File: config.mk
export PLATFORM = sky130hd
export DESIGN_NAME = mfa_mul
export DESIGN_NICKNAME = d
export VERILOG_FILES = /design/src/hdl/mfa_pkg.sv /design/src/hdl/mfa_mul.sv
export SDC_FILE = /design/constraint.sdc
export NUM_CORES = 2
export LEC_CHECK = 0
export ABC_AREA = 1
export BUFFER_PORTS_ARGS = -buffer_cell sky130_fd_sc_hd__buf_2
export CAP_MARGIN = 25
export CORE_UTILIZATION = 25
export CTS_CLUSTER_DIAMETER = 30
export CTS_CLUSTER_SIZE = 28
export DETAILED_ROUTE_END_ITERATION = 12
export GPL_ROUTABILITY_DRIVEN = 0
export GPL_TIMING_DRIVEN = 0
export PLACE_DENSITY = 0.43
export SLEW_MARGIN = 20
export SYNTH_ARGS = -nofsm -noshare
export SYNTH_HDL_FRONTEND = slang
export SYNTH_SLANG_ARGS = --single-unit
File: constraint.sdc
create_clock -name clk -period 9.7 [get_ports clk]
set_clock_uncertainty 0.05 [all_clocks]
set_input_delay 1.94 -clock clk [delete_from_list [all_inputs] [get_ports clk]]
set_output_delay 1.94 -clock clk [all_outputs]
set_load 0.01 [all_outputs]
File: src/hdl/mfa_pkg.sv
// ----------------------------------------------------------------------------
// mfa_pkg
// Shared types and codes for the mixed fraction arithmetic unit: the request
// and response words, action and status codes, and the sign-magnitude type.
// ----------------------------------------------------------------------------
package mfa_pkg;

  // Intermediate magnitudes and the shared multiplier's operand width.
  localparam int MAG_W = 64;
  localparam int MUL_W = 32;
  localparam int CNT_W = $clog2(MAG_W);

  // Action codes.
  localparam logic [2:0] ACT_ADD = 3'd0;
  localparam logic [2:0] ACT_SUB = 3'd1;
  localparam logic [2:0] ACT_MUL = 3'd2;
  localparam logic [2:0] ACT_DIV = 3'd3;
  localparam logic [2:0] ACT_CMP = 3'd4;

  // Status codes.
  localparam logic [1:0] ST_OK   = 2'd0;
  localparam logic [1:0] ST_DIV0 = 2'd1;
  localparam logic [1:0] ST_OVF  = 2'd2;

  typedef struct packed {
    logic [2:0]         action;
    logic signed [15:0] left_whole;
    logic signed [15:0] left_num;
    logic [14:0]        left_den;
    logic signed [15:0] right_whole;
    logic signed [15:0] right_num;
    logic [14:0]        right_den;
  } req_t;

  typedef struct packed {
    logic signed [31:0] res_whole;
    logic signed [31:0] res_num;
    logic [30:0]        res_den;
    logic               is_less;
    logic               is_equal;
    logic               is_greater;
    logic [1:0]         status;
  } rsp_t;

  typedef struct packed {
    logic             neg;
    logic [MAG_W-1:0] mag;
  } sm_t;

endpackage

File: src/hdl/mfa_mul.sv
// ----------------------------------------------------------------------------
// mfa_mul
// Shared unsigned multiplier with a registered product.
// ----------------------------------------------------------------------------
module mfa_mul (
  input  logic                       clk,
  input  logic [mfa_pkg::MUL_W-1:0]  a,
  input  logic [mfa_pkg::MUL_W-1:0]  b,
  output logic [mfa_pkg::MAG_W-1:0]  p
);
  import mfa_pkg::*;

  // The product is registered and lands in the cycle after the operands are presented.
  always_ff @(posedge clk) begin
    p <= MAG_W'(a) * MAG_W'(b);
  end

endmodule

# After elaboration in Yosys (flattened, before gate mapping)
# Cells that the tools add are included.
# classes
multipliers,1
# op_table
operator,count
$mul 32x32->64,1
# totals
regBits,64
wordCells,2
out_inout_bits,64

# Logic depth before layout (Yosys ltp)
# logic_depth
ltp_word,1
depth_mapped,30

# Worst setup path after synthesis
# OpenSTA, ideal clock, no wires.
# synth_path
path_kind,input-to-reg
start,input port a[25] in the netlist's numbering
end,register p[60] in the netlist's numbering
t_arrival_ns,7.642
t_required_ns,9.538
path_slack_ns,1.896
cell_stages,26
cell_sequence,clkbuf_1 nand2_1 fa_1 inv_1 fa_1 inv_1 fa_1 inv_1 fa_1 fa_1 fa_1 fa_1 inv_1 fa_1 inv_1 ha_1 nand2_1 nand2_1 a21oi_1 nand2_1 nand2_1 nand2_1 a21oi_1 nand2_1 nand2_1 nand2_1
# synth_between
elab_chain_len,1
# synth_lines
element,line,text
"start, declared",mfa_mul.sv:7,"input logic [mfa_pkg::MUL_W-1:0] a,"
$mul 32x32->64,mfa_mul.sv:15,p <= MAG_W'(a) * MAG_W'(b);
"end signal, assigned",mfa_mul.sv:15,
"end, declared",mfa_mul.sv:9,output logic [mfa_pkg::MAG_W-1:0] p
# Every way passes these cells.

# Worst setup path in the final report
# layout_path
start,input port a[23] in the netlist's numbering
end,register p[27] in the netlist's numbering
# The elaborated chain is that of the path after synthesis.

==> results.sh <==
export IMPL_wirelength_mm=154
export IMPL_worstPathRequired_ns=9.83
export IMPL_cts_resized_gates=0
export IMPL_ys_seq_area_share_pct=3.43
export IMPL_synth_distinct_cells=23
export IMPL_num_nets_final=6416
export IMPL_cts_tree="built"
export IMPL_track_usage_pct=20.6
export IMPL_die_area_sq_um=151000
export IMPL_crit_chain="buf_2 > clkbuf_1 > nand2_1 > inv_1 > fa_1 > inv_1 > fa_1 > fa_1 > fa_1 > inv_1 > fa_1 > fa_1 > fa_1 > fa_1 > ha_1 > nand2_1 > nor2_1 > nand2_1 > inv_1 > nand2_1 > nand3_2 > xor2_1"
export IMPL_io_buffers=128
export IMPL_clockRootBuffer="clkbuf_16"
export IMPL_final_antenna_net_count=0
export IMPL_start_util_pct=25.2
export IMPL_cts_buffers=9
export IMPL_pin_count=129
export IMPL_yosys_warnings=0
export IMPL_cts_reportedPaths_clkPinSlew_ns=0.07
export IMPL_final_cell_mix="inv_1 (1723), nand2_1 (1566), fa_1 (896), ha_1 (263), clkbuf_1 (179)"
export IMPL_drt_iter0_markers=2604
export IMPL_cts_setup_buffers=0
export IMPL_worst_slew_pin_slew_ns=1.19
export IMPL_drt_vias_per_instance=4.36
export IMPL_rsz0062_at_grt="no"
export IMPL_critical_path_max_stage_delay_ns=0.86
export IMPL_path_max_fanout=10
export IMPL_crit_type="in -> reg"
export IMPL_syn_nets=6247
export IMPL_firstDrtPassIters=6
export IMPL_fp_dieH_microns=389
export IMPL_largest_reg_flops=64
export IMPL_top_register="p"
export IMPL_final_common_cell="inv_1"
export IMPL_layout_min_cycle_time_ns=9.42
export IMPL_hp_start="b[1]"
export IMPL_hold_depth=4
export IMPL_drv_slew=0
export IMPL_setup_viol=0
export IMPL_holdCritPathClass="in -> reg"
export IMPL_fin_crit_sh_pct=97.1
export IMPL_crit_slowest_cell="clkbuf_1"
export IMPL_htreeDepth=3
export IMPL_worst_slack_ns=0.277
export IMPL_avgSynthCellArea_sq_um=7.45
export IMPL_reg_top3="p x64"
export IMPL_regArea_sq_um=1280
export IMPL_syn_cell_area_sq_um=37400
export IMPL_clockBufferDepth=2
export IMPL_antenna_found_initial=9
export IMPL_die_w_microns=389
export IMPL_multi_input_area_sq_um=28900
export IMPL_dp_hpwl_mm=138
export IMPL_drc=0
export IMPL_drive_gt1_share_pct=4.83
export IMPL_critPathArrivalTime_ns=9.56
export IMPL_grt_ovfl_total=0
export IMPL_max_freq_ghz=0.106
export IMPL_core_region_area_sq_um=148000
export IMPL_grt_start_max_net_pins=14
export IMPL_grt_pass1_vias=31900
export IMPL_status="completed"
export IMPL_grt_pass1_wl_mm=222
export IMPL_cts_hold_buffers=0
export IMPL_end_kind="flip-flop"
export IMPL_crit_path_frequent_cell="fa_1"
export IMPL_clock_sinks=64
export IMPL_yosys_top_cells_area="fa_1 (48%), inv_1 (17%), nand2_1 (16%)"
export IMPL_synth_top_area_share_pct=48.0
export IMPL_slew_limit_headroom_pct=20.6
export IMPL_fin_setup_tns_ns=0
export IMPL_yosys_register_bits=64
export IMPL_wl_per_cell_microns=21.5
export IMPL_timing_final_hold_violations=0
export IMPL_start_kind="primary input"
export IMPL_hold_path_end="p[1]"
export IMPL_cap_violations=0
export IMPL_rows=141
export IMPL_n_fill_cell=16600
export IMPL_yosys_area_top_type="fa_1"
export IMPL_area_delta_synth_final_pct=10.2
export IMPL_worstSetupStartpoint="a[23]"
export IMPL_vias=31100
export IMPL_pre_cts_slack_ns=0.00786
export IMPL_netlist_instances=5023
-- synth_stat cells --
master / n
nor3_1: 11
nor2_1: 81
nor3_2: 6
clkbuf_1: 192
a21oi_1: 43
xnor2_1: 2
nor3_4: 1
nand3_1: 56
o21bai_2: 1
nand3_2: 9
o21bai_1: 11
fa_1: 896
inv_2: 12
nand4_1: 16
dfxtp_1: 64
nand2_1: 1566
nor2_2: 14
nor2_4: 6
inv_1: 1723
xor2_1: 33
nand2_2: 15
o21ai_0: 2
ha_1: 263
-- worst max-delay path, delay by kind of cell --
kind / cells / cell delay, ns
simple gates: 6 / 0.83
fa+ha+maj: 9 / 4.65
buf+inv: 6 / 1.50
xor+xnor: 1 / 0.59
-- layer usage --
metal | up-vias | part of all wire [%] | global-route usage (%)
met5 | - | 0.0046 | 0
met2 | 1072 | 47 | 34.0
met1 | 15900 | 43 | 28.2
met4 | 2 | 2.2 | 3.91
li1 | 14000 | - | -
met3 | 126 | 7.7 | 3.60
-- worst max-delay path by stage --
| stage | to | slack [ns] | depth (start not counted) |
|---|---|---|---|
| global route | p[27] | 0.06 | 22 |
| detailed placement | p[27] | 0.008 | 22 |
| global placement | p[27] | -0.06 | 22 |
| CTS | p[27] | 0.38 | 22 |
| floorplan | p[60] | 1.90 | 26 |
| finish | p[27] | 0.28 | 22 |
-- cell type report --
class                      instances  share of cell area [%]
multi-input combinational       3032                    70.1
inverter                        1735                    15.8
tap                             1930                    5.86
sequential                        64                    3.11
timing repair buffer             158                    2.48
buffer                           192                    1.79
clock buffer                       9                   0.547
clock inverter                     7                   0.304
antenna                            1                 0.00607
-- cells by family after synthesis --
| group | Yosys count | share of synthesized area (%) |
|---|---|---|
| xor gates and xnor gates | 35 | 0.820 |
| and+or+nand+nor | 1781 | 18.8 |
| buffers and inverters | 1927 | 19.3 |
| DFF | 64 | 3.43 |
| adders and majority gates | 1159 | 56.8 |
| AOI/OAI and AO/OA | 57 | 0.853 |
-- metrics by stage --
step                utilization [%]  instances  area, sq um  hold slack [ns]
global route                   27.8       7127        41200             2.01
detailed placement             27.5       7105        40800             2.29
finish                         27.8       7128        41200             2.00
CTS                            27.8       7121        41100             2.00
global placement               27.3       7081        40500             2.29
floorplan                         -       5023        37400             1.99
Power is left out: the tool's default activity adds up to more than one toggle a clock period on the data nets, which glitch-free logic cannot reach.
