### src/hdl/mfa_pkg.sv
// ----------------------------------------------------------------------------
// mfa_pkg
// Shared types and codes for the mixed fraction arithmetic unit: the request
// and response words, action and status codes, and the sign-magnitude type.
// ----------------------------------------------------------------------------
package mfa_pkg;

  // Intermediate magnitudes and the shared multiplier's operand width.
  localparam int MAG_W = 64;
  localparam int MUL_W = 32;
  localparam int CNT_W = $clog2(MAG_W);

  // Action codes.
  localparam logic [2:0] ACT_ADD = 3'd0;
  localparam logic [2:0] ACT_SUB = 3'd1;
  localparam logic [2:0] ACT_MUL = 3'd2;
  localparam logic [2:0] ACT_DIV = 3'd3;
  localparam logic [2:0] ACT_CMP = 3'd4;

  // Status codes.
  localparam logic [1:0] ST_OK   = 2'd0;
  localparam logic [1:0] ST_DIV0 = 2'd1;
  localparam logic [1:0] ST_OVF  = 2'd2;

  typedef struct packed {
    logic [2:0]         action;
    logic signed [15:0] left_whole;
    logic signed [15:0] left_num;
    logic [14:0]        left_den;
    logic signed [15:0] right_whole;
    logic signed [15:0] right_num;
    logic [14:0]        right_den;
  } req_t;

  typedef struct packed {
    logic signed [31:0] res_whole;
    logic signed [31:0] res_num;
    logic [30:0]        res_den;
    logic               is_less;
    logic               is_equal;
    logic               is_greater;
    logic [1:0]         status;
  } rsp_t;

  typedef struct packed {
    logic             neg;
    logic [MAG_W-1:0] mag;
  } sm_t;

endpackage

### src/hdl/mfa_div.sv
// ----------------------------------------------------------------------------
// mfa_div
// Restoring divider, one quotient bit per cycle. Gives quotient and
// remainder of two unsigned magnitudes after one pass over all bits.
// ----------------------------------------------------------------------------
module mfa_div (
  input  logic                       clk,
  input  logic                       rst,
  input  logic                       go,
  input  logic [mfa_pkg::MAG_W-1:0]  dividend,
  input  logic [mfa_pkg::MAG_W-1:0]  divisor,
  output logic [mfa_pkg::MAG_W-1:0]  quotient,
  output logic [mfa_pkg::MAG_W-1:0]  remainder,
  output logic                       done
);
  import mfa_pkg::*;

  logic [MAG_W-1:0] quo;
  logic [MAG_W-1:0] rem;
  logic [MAG_W-1:0] dvs;
  logic [CNT_W-1:0] cnt;
  logic             run;
  logic [MAG_W:0]   trial;
  logic [MAG_W:0]   diff;
  logic             fits;

  // One trial subtraction per cycle.
  always_comb begin
    trial = {rem, quo[MAG_W-1]};
    diff  = trial - {1'b0, dvs};
    fits  = (trial >= {1'b0, dvs});
  end

  // Shift the dividend through and build the quotient bit by bit.
  always_ff @(posedge clk) begin
    if (rst) begin
      run  <= 1'b0;
      done <= 1'b0;
    end else begin
      done <= 1'b0;
      if (go) begin
        quo <= dividend;
        rem <= '0;
        dvs <= divisor;
        cnt <= '0;
        run <= 1'b1;
      end else if (run) begin
        quo <= {quo[MAG_W-2:0], fits};
        rem <= fits ? diff[MAG_W-1:0] : trial[MAG_W-1:0];
        cnt <= cnt + 1'b1;
        if (cnt == CNT_W'(MAG_W - 1)) begin
          run  <= 1'b0;
          done <= 1'b1;
        end
      end
    end
  end

  assign quotient  = quo;
  assign remainder = rem;

endmodule

### config.mk
export PLATFORM = sky130hd
export DESIGN_NAME = mfa_div
export DESIGN_NICKNAME = d
export VERILOG_FILES = /design/src/hdl/mfa_pkg.sv /design/src/hdl/mfa_div.sv
export SDC_FILE = /design/constraint.sdc
export NUM_CORES = 1
export LEC_CHECK = 0
export BUFFER_PORTS_ARGS = -buffer_cell sky130_fd_sc_hd__buf_4
export CAP_MARGIN = 25
export CORE_UTILIZATION = 30
export CTS_CLUSTER_DIAMETER = 60
export DETAILED_ROUTE_END_ITERATION = 10
export MAX_ROUTING_LAYER = met4
export PLACE_DENSITY = 0.48
export SYNTH_ARGS = -nofsm -noshare
export SYNTH_HDL_FRONTEND = slang
export SYNTH_SLANG_ARGS = --single-unit
### constraint.sdc
create_clock -name clk -period 9.9 [get_ports clk]
set_input_delay 1.98 -clock clk [delete_from_list [all_inputs] [get_ports clk]]
set_output_delay 1.98 -clock clk [all_outputs]
set_load 0.05 [all_outputs]
After elaboration in Yosys (flattened, before gate mapping)

Cells that the tools add are included.
Widths: inputs -> output; s select.

Register bits after elaboration: 200

Reductions and logical operators: 4
Equal/unequal tests: 1
Bitwise operators: 2
$add $sub $neg: 2
Multiplexer cells: 9
Magnitude comparators: 1

Operators with widths:

| kind                | number |
|---|---|
| $mux 64             | 4 |
| $ge 65x64->1        | 1 |
| $sub 64x64->64      | 1 |
| $add 6x1->6 const B | 1 |
| $eq 6x6->1 const B  | 1 |
| $mux 6              | 1 |
| $mux 1              | 4 |
| $reduce_and 2->1    | 2 |
| $reduce_or 3->1     | 1 |
| $not 1->1           | 2 |
| $reduce_bool 2->1   | 1 |

Longest topological paths before layout

Depth after elaboration: 4
Depth in mapped cells: 16
Gate-level depth less buffers: 14

Worst setup path before layout

OpenSTA, ideal clock, no wires.

Path type: in2reg
From: in go
To: reg cnt[0], enable pin
Path slack: 1.036 ns
Arrival time: 8.234 ns
Data required time: 9.270 ns
Setup time: 0.630 ns
Cell stages on the path: 4
Path through: clkbuf_1 > clkbuf_1 > nor2_1 > nor2_1

Longest elaborated chain between the ends: 2

RTL lines:

| item                        | line          | source |
|---|---|---|
| from (decl)                 | mfa_div.sv:9  | `input logic go,` |
| $reduce_bool 2->1 (no line) | -             |  |
| $reduce_and 2->1 (no line)  | -             |  |
| to (signal assigned)        | mfa_div.sv:50 | `cnt <= cnt + 1'b1;` |
| to (decl)                   | mfa_div.sv:21 | `logic [CNT_W-1:0] cnt;` |

No other way between the ends.
A chain may end at the register's enable or synchronous reset.

Worst setup path in the final report

From: reg rem[19] (netlist: remainder[19])
To: reg rem[63] (netlist: remainder[63]), data pin

Longest elaborated chain between the ends: 3

RTL lines:

| item                                           | line                         | source |
|---|---|---|
| from (decl)                                    | mfa_div.sv:19                | `logic [MAG_W-1:0] rem;` |
| from (signal assigned)                         | mfa_div.sv:49                | `rem <= fits ? diff[MAG_W-1:0] : trial[MAG_W-1:0];` |
| $sub 64x64->64 or $ge 65x64->1 (tied branches) | mfa_div.sv:30, mfa_div.sv:31 |  |
| $mux 64 *                                      | mfa_div.sv:49                |  |
| $mux 64 *                                      | mfa_div.sv:47                | `end else if (run) begin` |

Every way passes the cells marked *; elsewhere a longest branch is shown, timed or not. The select of a mux whose other input is x is not followed.

==> run metrics <==
max frequency 234.0 MHz; syn nets 1269; WP buf/inv 1; Final setup viols 0; Filler cells 3939; Die W 201.7 um; Top FF cell, synth edfxtp_1; Synth Area in Adders 0.06967; worst hold margin 0.5778 ns; CP Capture Type register; Die Y-Extent 201.7 um; Synth Warn # 0; async set-or-reset flop fraction in the synthesized netlist 0; grt total ovfl 0; Required @ worst endpoint 10.12 ns; Ports 260; max-capacitance violation count 0; layout cells sized above 1 0.2935; relative slew slack 0.3582; Final Slew Violations 0; final instance area 14980 um2; Residual DRC 0; Worst path top cell family by delay compound AO/OA/AOI/OAI gates; Hold Vio Cnt, Final 0; CP Launch Type register; CTS H-Tree Depth 4; CTS tree done; layout overhead on the synthesized area 25.20%; XOR/XNOR Fraction of Synth Area 0.04393; Clock Latency Late Sink 0.47 ns; grt met2 use 0.2803; Synth Area in Compound Gates 0.1431; largest net degree at the start of global routing 78; Distinct cells, synth 70; Synth Cell Area 11960 um2; clock transition at the registers of the reported paths 0.08 ns; Core Util, Final 0.3839; Simple-Gate Fraction of Synth Area 0.1044; HPWL Detailed 26340 um; unrepaired setup endpoints after global routing false; Max Buffers Root-to-Sink 2; final clock skew 0.01351 ns; hold_buf cts 0; grt met1 use 0.2252; CTS buffer count 17; largest fanout on the critical path 58; sequential share of power 0.398; Seq. cell area 5986 um2; post-route setup TNS 0 ns; vias in the first global route 9481; cells along the critical path ha_1 > a21oi_1 > o21ai_0 > or4_1 > o21ai_2 > nor4_2 > o211ai_2 > nand3_4 > buf_4 > o2111a_1 > a311o_1; Syn Area/Cell 11.16 um2; share of total power in the clock network 0.271; gpl congestion 0.8622; # clock sinks 200; CP peak stage delay 0.55 ns; outcome finished, final reports clean; routed len/inst 19.23 um; nets@finish 1499; met3 GRT Util 0.05815; Leak 6.363 nW; antenna-violating nets left 0; Sw Ratio 0.3596; pwr dens 180.0 nW/um2; footprint of the multi-input gates 5458 um2; worst slew pin tran 0.9627 ns; drt total wl 35260 um; Internal Power 0.001726 W; FP Rows 72; busiest grt layer met2; Tightest Hold Check Type register to register; WS Path Type register to register; Critical-path top delay cell buf_4; gr usage total 0.1805; Placement Cell Area 14370 um2; Clock Tree Root clkbuf_16; number of setup buffers added after CTS 0; Critical Path AT 4.49 ns; Vias/cell 4.956; Logic pwr share 0.331; sequential area share after synthesis 0.5004; NetSw 0.0009693 W; maximum VDD drop 0.1159 mV; main combinational cell family by area after synthesis compound AO/OA/AOI/OAI gates; crit path time final 4.274 ns; Starting Density 0.3066; initial antenna violation count 1; synthesized instance count 1072; IO Port Bufs 259; via count 9090; Initial DRT Pass Iterations 4; mux contribution to synthesized area 0.09289; Iteration-0 DRC Markers 504; die area 40670 um2; total power 0.002696 W; first-pass GRT wire length 54210 um; Core Area 39010 um2; Seq cells post-synth 200; period utilization 0.4317; post-CTS resize count 0; Post-synth EDFFs 198
-- path summary, 6_finish.rpt --
path            startpoint             to  slack (ns)  depth (start not counted)
max          remainder[19]  remainder[63]        5.63                         11
min                    run           done        0.58                          1
max reg2reg  remainder[19]  remainder[63]        5.63                         11
min reg2reg            run           done        0.58                          1
-- logic make-up (layout without fill, tap and decap cells) --
group,after synthesis,in the layout
XOR/XNOR,60,60
buffers and inverters,132,375
AND/OR/NAND/NOR,258,258
AO/OA/AOI/OAI,253,253
other,0,1
adder cells (fa/ha/maj),66,66
flip-flops,200,200
multiplexers,103,103
-- routing by layer --
layer / share of wire / wire length (um) / vias up
li1: - / - / 4430
met3: 0.077 / 2716 / 20
met4: 0.011 / 399 / 0
met5: 0 / 0 / -
met2: 0.46 / 16370 / 293
met1: 0.45 / 15780 / 4347
-- registers in the layout (all words and copies together) (netlist names) --
name	count
cnt	6
done	1
dvs	64
quotient	64
remainder	64
run	1
-- layout by cell type (no fill, tap or decap), drive strengths merged, types with 6 or more instances in the layout --
cell type	n
clkinv	7
ha	65
xor2	28
nor2	93
and3	10
buf	265
o21bai	10
a21oi	69
nand4	25
nor2b	13
a31oi	13
a21o	45
o211ai	7
a211oi	25
nand3	19
xnor2	32
inv	82
nand2	52
and2	8
edfxtp	198
mux2i	39
o21a	6
clkbuf	18
mux2	64
nor3	15
o21ai	45
-- through the flow --
stage                     std cells  setup slack (ns)
after floorplan                1072             1.036
after global placement         1801             5.442
after detailed placement       1801             5.411
after CTS                      1833             5.558
after global routing           1834             5.255
final                          1834             5.626
-- power by group through the flow --
stage | Sequential (W) | Clock [W] | Combinational, W
after floorplan | 0.00124 | 0 | 0.000497
after global placement | 0.00109 | 0 | 0.000895
after detailed placement | 0.00109 | 0 | 0.000896
after CTS | 0.00107 | 0.000761 | 0.000900
after global routing | 0.00108 | 0.000783 | 0.000975
final | 0.00107 | 0.000730 | 0.000893
-- worst register-to-register path, cell delays in order (launching register included) --
cell and delay (ns):
edfxtp_1 0.43, ha_1 0.40, a21oi_1 0.21, o21ai_0 0.19, or4_1 0.52, o21ai_2 0.29, nor4_2 0.13, o211ai_2 0.27
nand3_4 0.43, buf_4 0.55, o2111a_1 0.29, a311o_1 0.32
-- cell type report --
class | count | share of cell area
Inverter | 78 | 0.01955
Multi-Input combinational cell | 740 | 0.3644
Tap cell | 518 | 0.04328
Clock buffer | 18 | 0.02933
Timing Repair Buffer | 265 | 0.1328
Antenna cell | 1 | 0.0001671
Sequential cell | 200 | 0.3997
Clock inverter | 14 | 0.01069
-- cell usage after synthesis, types with 8 or more instances --
cell / number / area, um2
xnor2_1: 32 / 280.3
nand4_1: 25 / 156.4
and3_1: 10 / 62.56
xor2_1: 28 / 245.2
nor2b_1: 13 / 81.33
a21o_1: 45 / 337.8
buf_2: 13 / 65.06
nor2_1: 93 / 349.1
nor3_1: 15 / 75.07
a21oi_1: 66 / 330.3
mux2_2: 64 / 720.7
edfxtp_1: 198 / 5946
o21bai_1: 10 / 75.07
nand3_1: 19 / 95.09
nand2_1: 52 / 195.2
o21ai_1: 9 / 45.04
a31oi_1: 13 / 81.33
clkbuf_1: 33 / 123.9
a211oi_1: 18 / 135.1
mux2i_1: 39 / 390.4
ha_1: 65 / 813.3
o21ai_0: 34 / 170.2
inv_1: 76 / 285.3
and2_1: 8 / 50.05
Note: power is estimated with default switching activity, not from simulation.
