**src/hdl/mfa_pkg.sv**
```systemverilog
// ----------------------------------------------------------------------------
// mfa_pkg
// Shared types and codes for the mixed fraction arithmetic unit: the request
// and response words, action and status codes, and the sign-magnitude type.
// ----------------------------------------------------------------------------
package mfa_pkg;

  // Intermediate magnitudes and the shared multiplier's operand width.
  localparam int MAG_W = 64;
  localparam int MUL_W = 32;
  localparam int CNT_W = $clog2(MAG_W);

  // Action codes.
  localparam logic [2:0] ACT_ADD = 3'd0;
  localparam logic [2:0] ACT_SUB = 3'd1;
  localparam logic [2:0] ACT_MUL = 3'd2;
  localparam logic [2:0] ACT_DIV = 3'd3;
  localparam logic [2:0] ACT_CMP = 3'd4;

  // Status codes.
  localparam logic [1:0] ST_OK   = 2'd0;
  localparam logic [1:0] ST_DIV0 = 2'd1;
  localparam logic [1:0] ST_OVF  = 2'd2;

  typedef struct packed {
    logic [2:0]         action;
    logic signed [15:0] left_whole;
    logic signed [15:0] left_num;
    logic [14:0]        left_den;
    logic signed [15:0] right_whole;
    logic signed [15:0] right_num;
    logic [14:0]        right_den;
  } req_t;

  typedef struct packed {
    logic signed [31:0] res_whole;
    logic signed [31:0] res_num;
    logic [30:0]        res_den;
    logic               is_less;
    logic               is_equal;
    logic               is_greater;
    logic [1:0]         status;
  } rsp_t;

  typedef struct packed {
    logic             neg;
    logic [MAG_W-1:0] mag;
  } sm_t;

endpackage

```
**src/hdl/mfa_gcd.sv**
```systemverilog
// ----------------------------------------------------------------------------
// mfa_gcd
// Binary greatest common divisor: one shift or subtract per cycle, then the
// common power of two is shifted back in one bit per cycle.
// ----------------------------------------------------------------------------
module mfa_gcd (
  input  logic                       clk,
  input  logic                       rst,
  input  logic                       go,
  input  logic [mfa_pkg::MAG_W-1:0]  a,
  input  logic [mfa_pkg::MAG_W-1:0]  b,
  output logic [mfa_pkg::MAG_W-1:0]  g,
  output logic                       done
);
  import mfa_pkg::*;

  logic [MAG_W-1:0] x;
  logic [MAG_W-1:0] y;
  logic [CNT_W-1:0] k;
  logic             run;
  logic             back;

  always_ff @(posedge clk) begin
    if (rst) begin
      run  <= 1'b0;
      back <= 1'b0;
      done <= 1'b0;
    end else begin
      done <= 1'b0;
      if (go) begin
        x    <= a;
        y    <= b;
        k    <= '0;
        run  <= 1'b1;
        back <= 1'b0;
      end else if (run && !back) begin
        // Reduce until one value is zero; the other is the gcd less its shared factors of two.
        if (x == '0) begin
          x    <= y;
          back <= 1'b1;
        end else if (y == '0) begin
          back <= 1'b1;
        end else if (!x[0] && !y[0]) begin
          x <= x >> 1;
          y <= y >> 1;
          k <= k + 1'b1;
        end else if (!x[0]) begin
          x <= x >> 1;
        end else if (!y[0]) begin
          y <= y >> 1;
        end else if (x >= y) begin
          x <= x - y;
        end else begin
          y <= y - x;
        end
      end else if (run) begin
        // Restore the shared factors of two.
        if (k == '0) begin
          run  <= 1'b0;
          done <= 1'b1;
        end else begin
          x <= x << 1;
          k <= k - 1'b1;
        end
      end
    end
  end

  assign g = x;

endmodule

```
**config.mk**
```make
export PLATFORM = sky130hd
export DESIGN_NAME = mfa_gcd
export DESIGN_NICKNAME = d
export VERILOG_FILES = /design/src/hdl/mfa_pkg.sv /design/src/hdl/mfa_gcd.sv
export SDC_FILE = /design/constraint.sdc
export NUM_CORES = 1
export LEC_CHECK = 0
export ABC_AREA = 1
export BUFFER_PORTS_ARGS = -buffer_cell sky130_fd_sc_hd__buf_2
export CORE_AREA = 3 3 235 283
export CTS_BUF_LIST = sky130_fd_sc_hd__clkbuf_4 sky130_fd_sc_hd__clkbuf_8
export CTS_CLUSTER_SIZE = 30
export DETAILED_ROUTE_END_ITERATION = 12
export DIE_AREA = 0 0 238 286
export HOLD_SLACK_MARGIN = 0.03
export MAX_ROUTING_LAYER = met4
export SLEW_MARGIN = 20
export SYNTH_ARGS = -nofsm -noshare
export SYNTH_HDL_FRONTEND = slang
export SYNTH_SLANG_ARGS = --single-unit
```
**constraint.sdc**
```tcl
create_clock -name clk -period 6.5 [get_ports clk]
set_input_delay 0.325 -clock clk [delete_from_list [all_inputs] [get_ports clk]]
set_output_delay 0.325 -clock clk [all_outputs]
set_load 0.02 [all_outputs]
```
# Yosys cells after proc, flatten, opt, wreduce, memory -nomap -nowiden
# Cells that the tools add are included.
[word_totals]
register_bits = 137
in_bits = 131
elab_cells = 77
[op_classes]
n_addsub = 4
order_cmp = 1
n_eq_ne = 11
mux = 31
bitwise = 2
n_reduce_logical = 20
[op_table]
columns = ["cell", "n"]
rows = [
  ["$mux W64", 18],
  ["$logic_not A64 Y1", 2],
  ["$sub A64 B64 Y64", 2],
  ["$ge A64 B64 Y1", 1],
  ["$mux W6", 6],
  ["$reduce_and A6 Y1", 3],
  ["$ne A3 B3 Y1 const B", 3],
  ["$ne A4 B4 Y1 const B", 2],
  ["$mux W1", 7],
  ["$add A6 B1 Y6 const B", 1],
  ["$logic_not A6 Y1", 1],
  ["$ne A2 B2 Y1 const B", 3],
  ["$ne A6 B3 Y1 const B", 1],
  ["$ne A6 B4 Y1 const B", 1],
  ["$reduce_bool A3 Y1", 2],
  ["$sub A6 B1 Y6 const B", 1],
  ["$reduce_and A5 Y1", 1],
  ["$reduce_and A4 Y1", 1],
  ["$reduce_bool A2 Y1", 2],
  ["$reduce_or A4 Y1", 1],
  ["$logic_not A1 Y1", 3],
  ["$ne A3 B2 Y1 const B", 1],
  ["$logic_and A1 B1 Y1", 2],
  ["$not A1 Y1", 2],
  ["2 further kinds", 2],
]

# Logic depth before layout (Yosys ltp)
[depth]
word_depth = 9
depth_mapped = 21
ltp_nobuf = 20

# Worst setup path before layout
# Ideal clock, no wire load.
[synth_timing]
path_type = "reg2reg"
from = "register x[0], in the netlist g[0]"
to = "register x[10], in the netlist g[10], enable pin"
arrival_ps = 5266
required_ps = 5978
slack_ps = 713
path_stages_with_launch = 17
n_path_buf = 0
synth_period_minus_slack_ps = 5787
cell_sequence = "edfxtp_1 inv_1 ha_1 inv_1 fa_1 nand3_1 nand3_1 nand2_1 nand2_1 nand2_1 nand2_1 nand2_1 nand3_2 nand2_4 nand2_2 nand2_1 a31oi_1"
[synth_between]
elab_chain_len = 4
[synth_rtl]
columns = ["item", "line", "rtl"]
rows = [
  ["start, declared", "mfa_gcd.sv:17", "logic [MAG_W-1:0] x;"],
  ["start signal, assigned", "mfa_gcd.sv:39", "x <= y;"],
  ["start signal, assigned", "mfa_gcd.sv:44", "x <= x >> 1;"],
  ["start signal, assigned", "mfa_gcd.sv:48", "x <= x >> 1;"],
  ["parallel branches: the longest is 3 deep, another holds $ge A64 B64 Y1", "-", ""],
  ["$reduce_and A6 Y1 (no line) *", "-", ""],
]
# Mark *: on every way between the ends.
# A chain may end at the register's enable or synchronous reset.

# Final worst setup path
[layout_timing]
from = "register x[8], in the netlist g[8]"
to = "register x[29], in the netlist g[29], enable pin"
[layout_between]
elab_chain_len = 3
[layout_rtl]
columns = ["item", "line"]
rows = [
  ["$ge A64 B64 Y1 or $logic_not A64 Y1 (tied branches)", "mfa_gcd.sv:51, mfa_gcd.sv:38"],
  ["$ne A6 B3 Y1 (no line), or another cell as far along", "-"],
  ["$reduce_and A6 Y1 (no line) *", "-"],
]
# Mark *: on every way between the ends. The rest lies on a longest branch, timed or not.

==> flow_summary.toml <==
[setup_path]
crit_path_end = "g[29]$_DFFE_PP_"
setup.worst_path.end_class = "register"
worstPathMaxFanout = 63
timing.rr.end = "g[29]$_DFFE_PP_"
r2r_cells = 10
critPathKind = "register to register"
arrival_ns = 4.34
r2r_start = "g[8]$_DFFE_PP_"
required_ns = 6.69
r2r_slack_ns = 2.35
start_kind = "register"
cp-startpoint = "g[8]$_DFFE_PP_"

[final_layout]
layout-drive-gt1-share = 0.0832
final_nets = 3749
layout_commonest_cell = "nand2_1"
final_cell_mix = "nand2_1 (1150), inv_1 (643), a21oi_1 (249)"
final_util = 0.336
layout.cells.non_filler = 4331
fillCellCount = 7468
area.growth.synth_to_final_pct = 13.2
stdcell_area_um2 = 21600

[power_and_ir_drop]
pwr-share-seq = 0.289
worst_ir_drop_vdd_uv = 139
p_switching_mw = 1.99
p_sw_frac = 0.491
p_comb_frac = 0.502
power.share.clock = 0.209
power_leakage_nw = 11.8
p_int_mw = 2.06
cellPowerDensity_nw_per_um2 = 187
total_power_mw = 4.05

[global_routing]
grtUsageTotal = 0.273
antenna_found_initial = 2
overflow = 0
grt_max_degree = 87
grt_pass1_wl_um = 134000
grt_pass1_vias = 21300

[logic_synthesis]
yosys-mux-area-fraction = 0
yosysSeqAreaShare = 0.214
yosys_warnings = 0
yosysUniqueCellTypes = 41
synth.cell_area_um2 = 19100
synth_xor_area_frac = 0.0303
netlist_instances = 3317
postSynthAreaPerCell_um2 = 5.75
synthAdderAreaFrac = 0.0897
synth_compound_area_frac = 0.157
synthesis.nets = 3583
yosys.area_share.simple = 0.357
synth_top_family_by_area = "simple AND/OR/NAND/NOR gates"
synth-seq-cells = 137

[die]
initial_utilization = 0.297
die_w_um = 238
die_h_um = 286
ios = 196
row_count = 102
die-area_um2 = 68100
core-area_um2 = 64200

[clock_network]
root_buffer = "clkbuf_8"
ctsHoldBuffers = 31
cts.sink_count = 137
cts_tree = "done"
postCtsSetupRepairBufs = 0
clkSlewWorstSetupHoldPaths_ns = 0.10
numCtsBuffers = 17
cts_resized = 0
clock_latency_ns = 0.58
htree_levels = 4
cts_buffer_depth = 2

[sta]
tightest_slew_ns = 1.15
skew_ns = 0.0206
finalHoldViolations = 0
rsz0062_at_grt = "no"
fin_ws_ns = 2.35
period_share = 0.638
drv_slew = 0
max_freq_ghz = 0.241
fin_setup_tns_ns = 0
timing.hold.ws_ns = 0.0879
finalSetupViolCount = 0
min_period_ns = 4.15
timing.slew.headroom = 0.227

[detailed_routing]
dr.first_iter.drc_count = 1575
route.detailed.vias_per_inst = 5.03
vias = 21800
drc = 0
drt_wl_total_um = 92200
drt_pre_antenna_iters = 6
wire_per_inst_um = 21.3
ant_nets = 0

[run]
cap_violations = 0

[place]
placed_area_um2 = 20800
portBuffers = 195
dpl.hpwl_um = 76000
gp_congestion = 1.16
dpl.cell_count = 4265
dp_slack_ns = 2.29

[worst_hold_path]
hold_path_class = "input port to register"

[outcome]
status = "finished clean"
[routing by layer]
metal / global-route usage / share of wire / routed length [µm] / vias to the layer above
met2: 0.471 / 0.49 / 45500 / 698
met4: 0.131 / 0.051 / 4680 / 0
met5: - / 0 / 0 / -
met1: 0.312 / 0.41 / 37400 / 10200
li1: - / - / - / 10700
met3: 0.0375 / 0.050 / 4590 / 160
[power groups by stage]
stage                     logic [mW]  registers [mW]  clock network (mW)
after global placement          1.99            1.18                   0
final                           2.03            1.17               0.846
after global routing            2.21            1.18               0.892
after CTS                       2.01            1.17               0.876
after floorplan                 1.24            1.19                   0
after detailed placement        1.98            1.19                   0
[state kept, by name, indices dropped and copies added, names as in the netlist]
name  count
back      1
done      1
g        64
k         6
run       1
y        64
[cells in the mapped netlist (all sizes together)]
cell type,count,area (µm²)
nand3b,13,97.6
a21o,9,67.6
o21ai,225,1130
buf,28,168
o2111ai,1,8.76
o211ai,2,15.0
xnor2,23,201
dfxtp,3,60.1
ha,132,1650
and2,2,12.5
inv,660,2480
nor4,30,188
nand2,1160,4380
o22ai,11,68.8
clkinv,1,3.75
nor2,241,965
edfxtp,134,4020
a21boi,4,41.3
fa,3,60.1
clkbuf,65,245
nor3,39,200
a31oi,2,12.5
nand3,146,736
o21bai,51,383
o21a,2,15.0
a21oi,250,1260
nand4,37,231
xor2,43,377
[final cells by class]
class | count | area, µm² | share of cell area
clock buffers | 17 | 234 | 0.0108
multi-input cells | 2426 | 12100 | 0.562
well taps | 832 | 1040 | 0.0482
clock inverters | 15 | 203 | 0.00939
inverters | 661 | 2480 | 0.115
repair buffers | 240 | 1400 | 0.0647
flip-flops and latches | 137 | 4080 | 0.189
diodes | 3 | 7.51 | 0.000348
[how the worst min path moves through the flow]
stage                startpoint                 to  slack [ns]  cells after the start
2_1_floorplan               rst  back$_SDFFE_PP0P_        0.40                      1
3_3_place_gp   run$_SDFFE_PP0P_    done$_SDFF_PP0_        0.49                      2
3_5_place_dp   run$_SDFFE_PP0P_    done$_SDFF_PP0_        0.49                      2
4_1_cts                   b[31]    y[31]$_DFFE_PP_        0.03                      3
5_1_grt                   b[62]    y[62]$_DFFE_PP_        0.09                      3
6_report                   a[0]     g[0]$_DFFE_PP_        0.09                      3
[cells by family after synthesis]
family / count (synthesis)
buffers and inverters: 754
adder cells (fa/ha/maj): 135
XOR/XNOR: 66
AO/OA/AOI/OAI: 557
flip-flops: 137
AND/OR/NAND/NOR: 1668
[critical path, stage by stage, from the launching register on]
cell,delay (ns)
edfxtp_1,0.42
inv_1,0.32
nand3_1,0.14
nor3_1,0.39
nand3_1,0.32
nor2_1,0.21
nand2_2,0.53
nand2_1,0.20
o21ai_0,0.18
a31oi_4,0.18
buf_4,0.76
No activity file was read; power rests on OpenSTA's default activity.
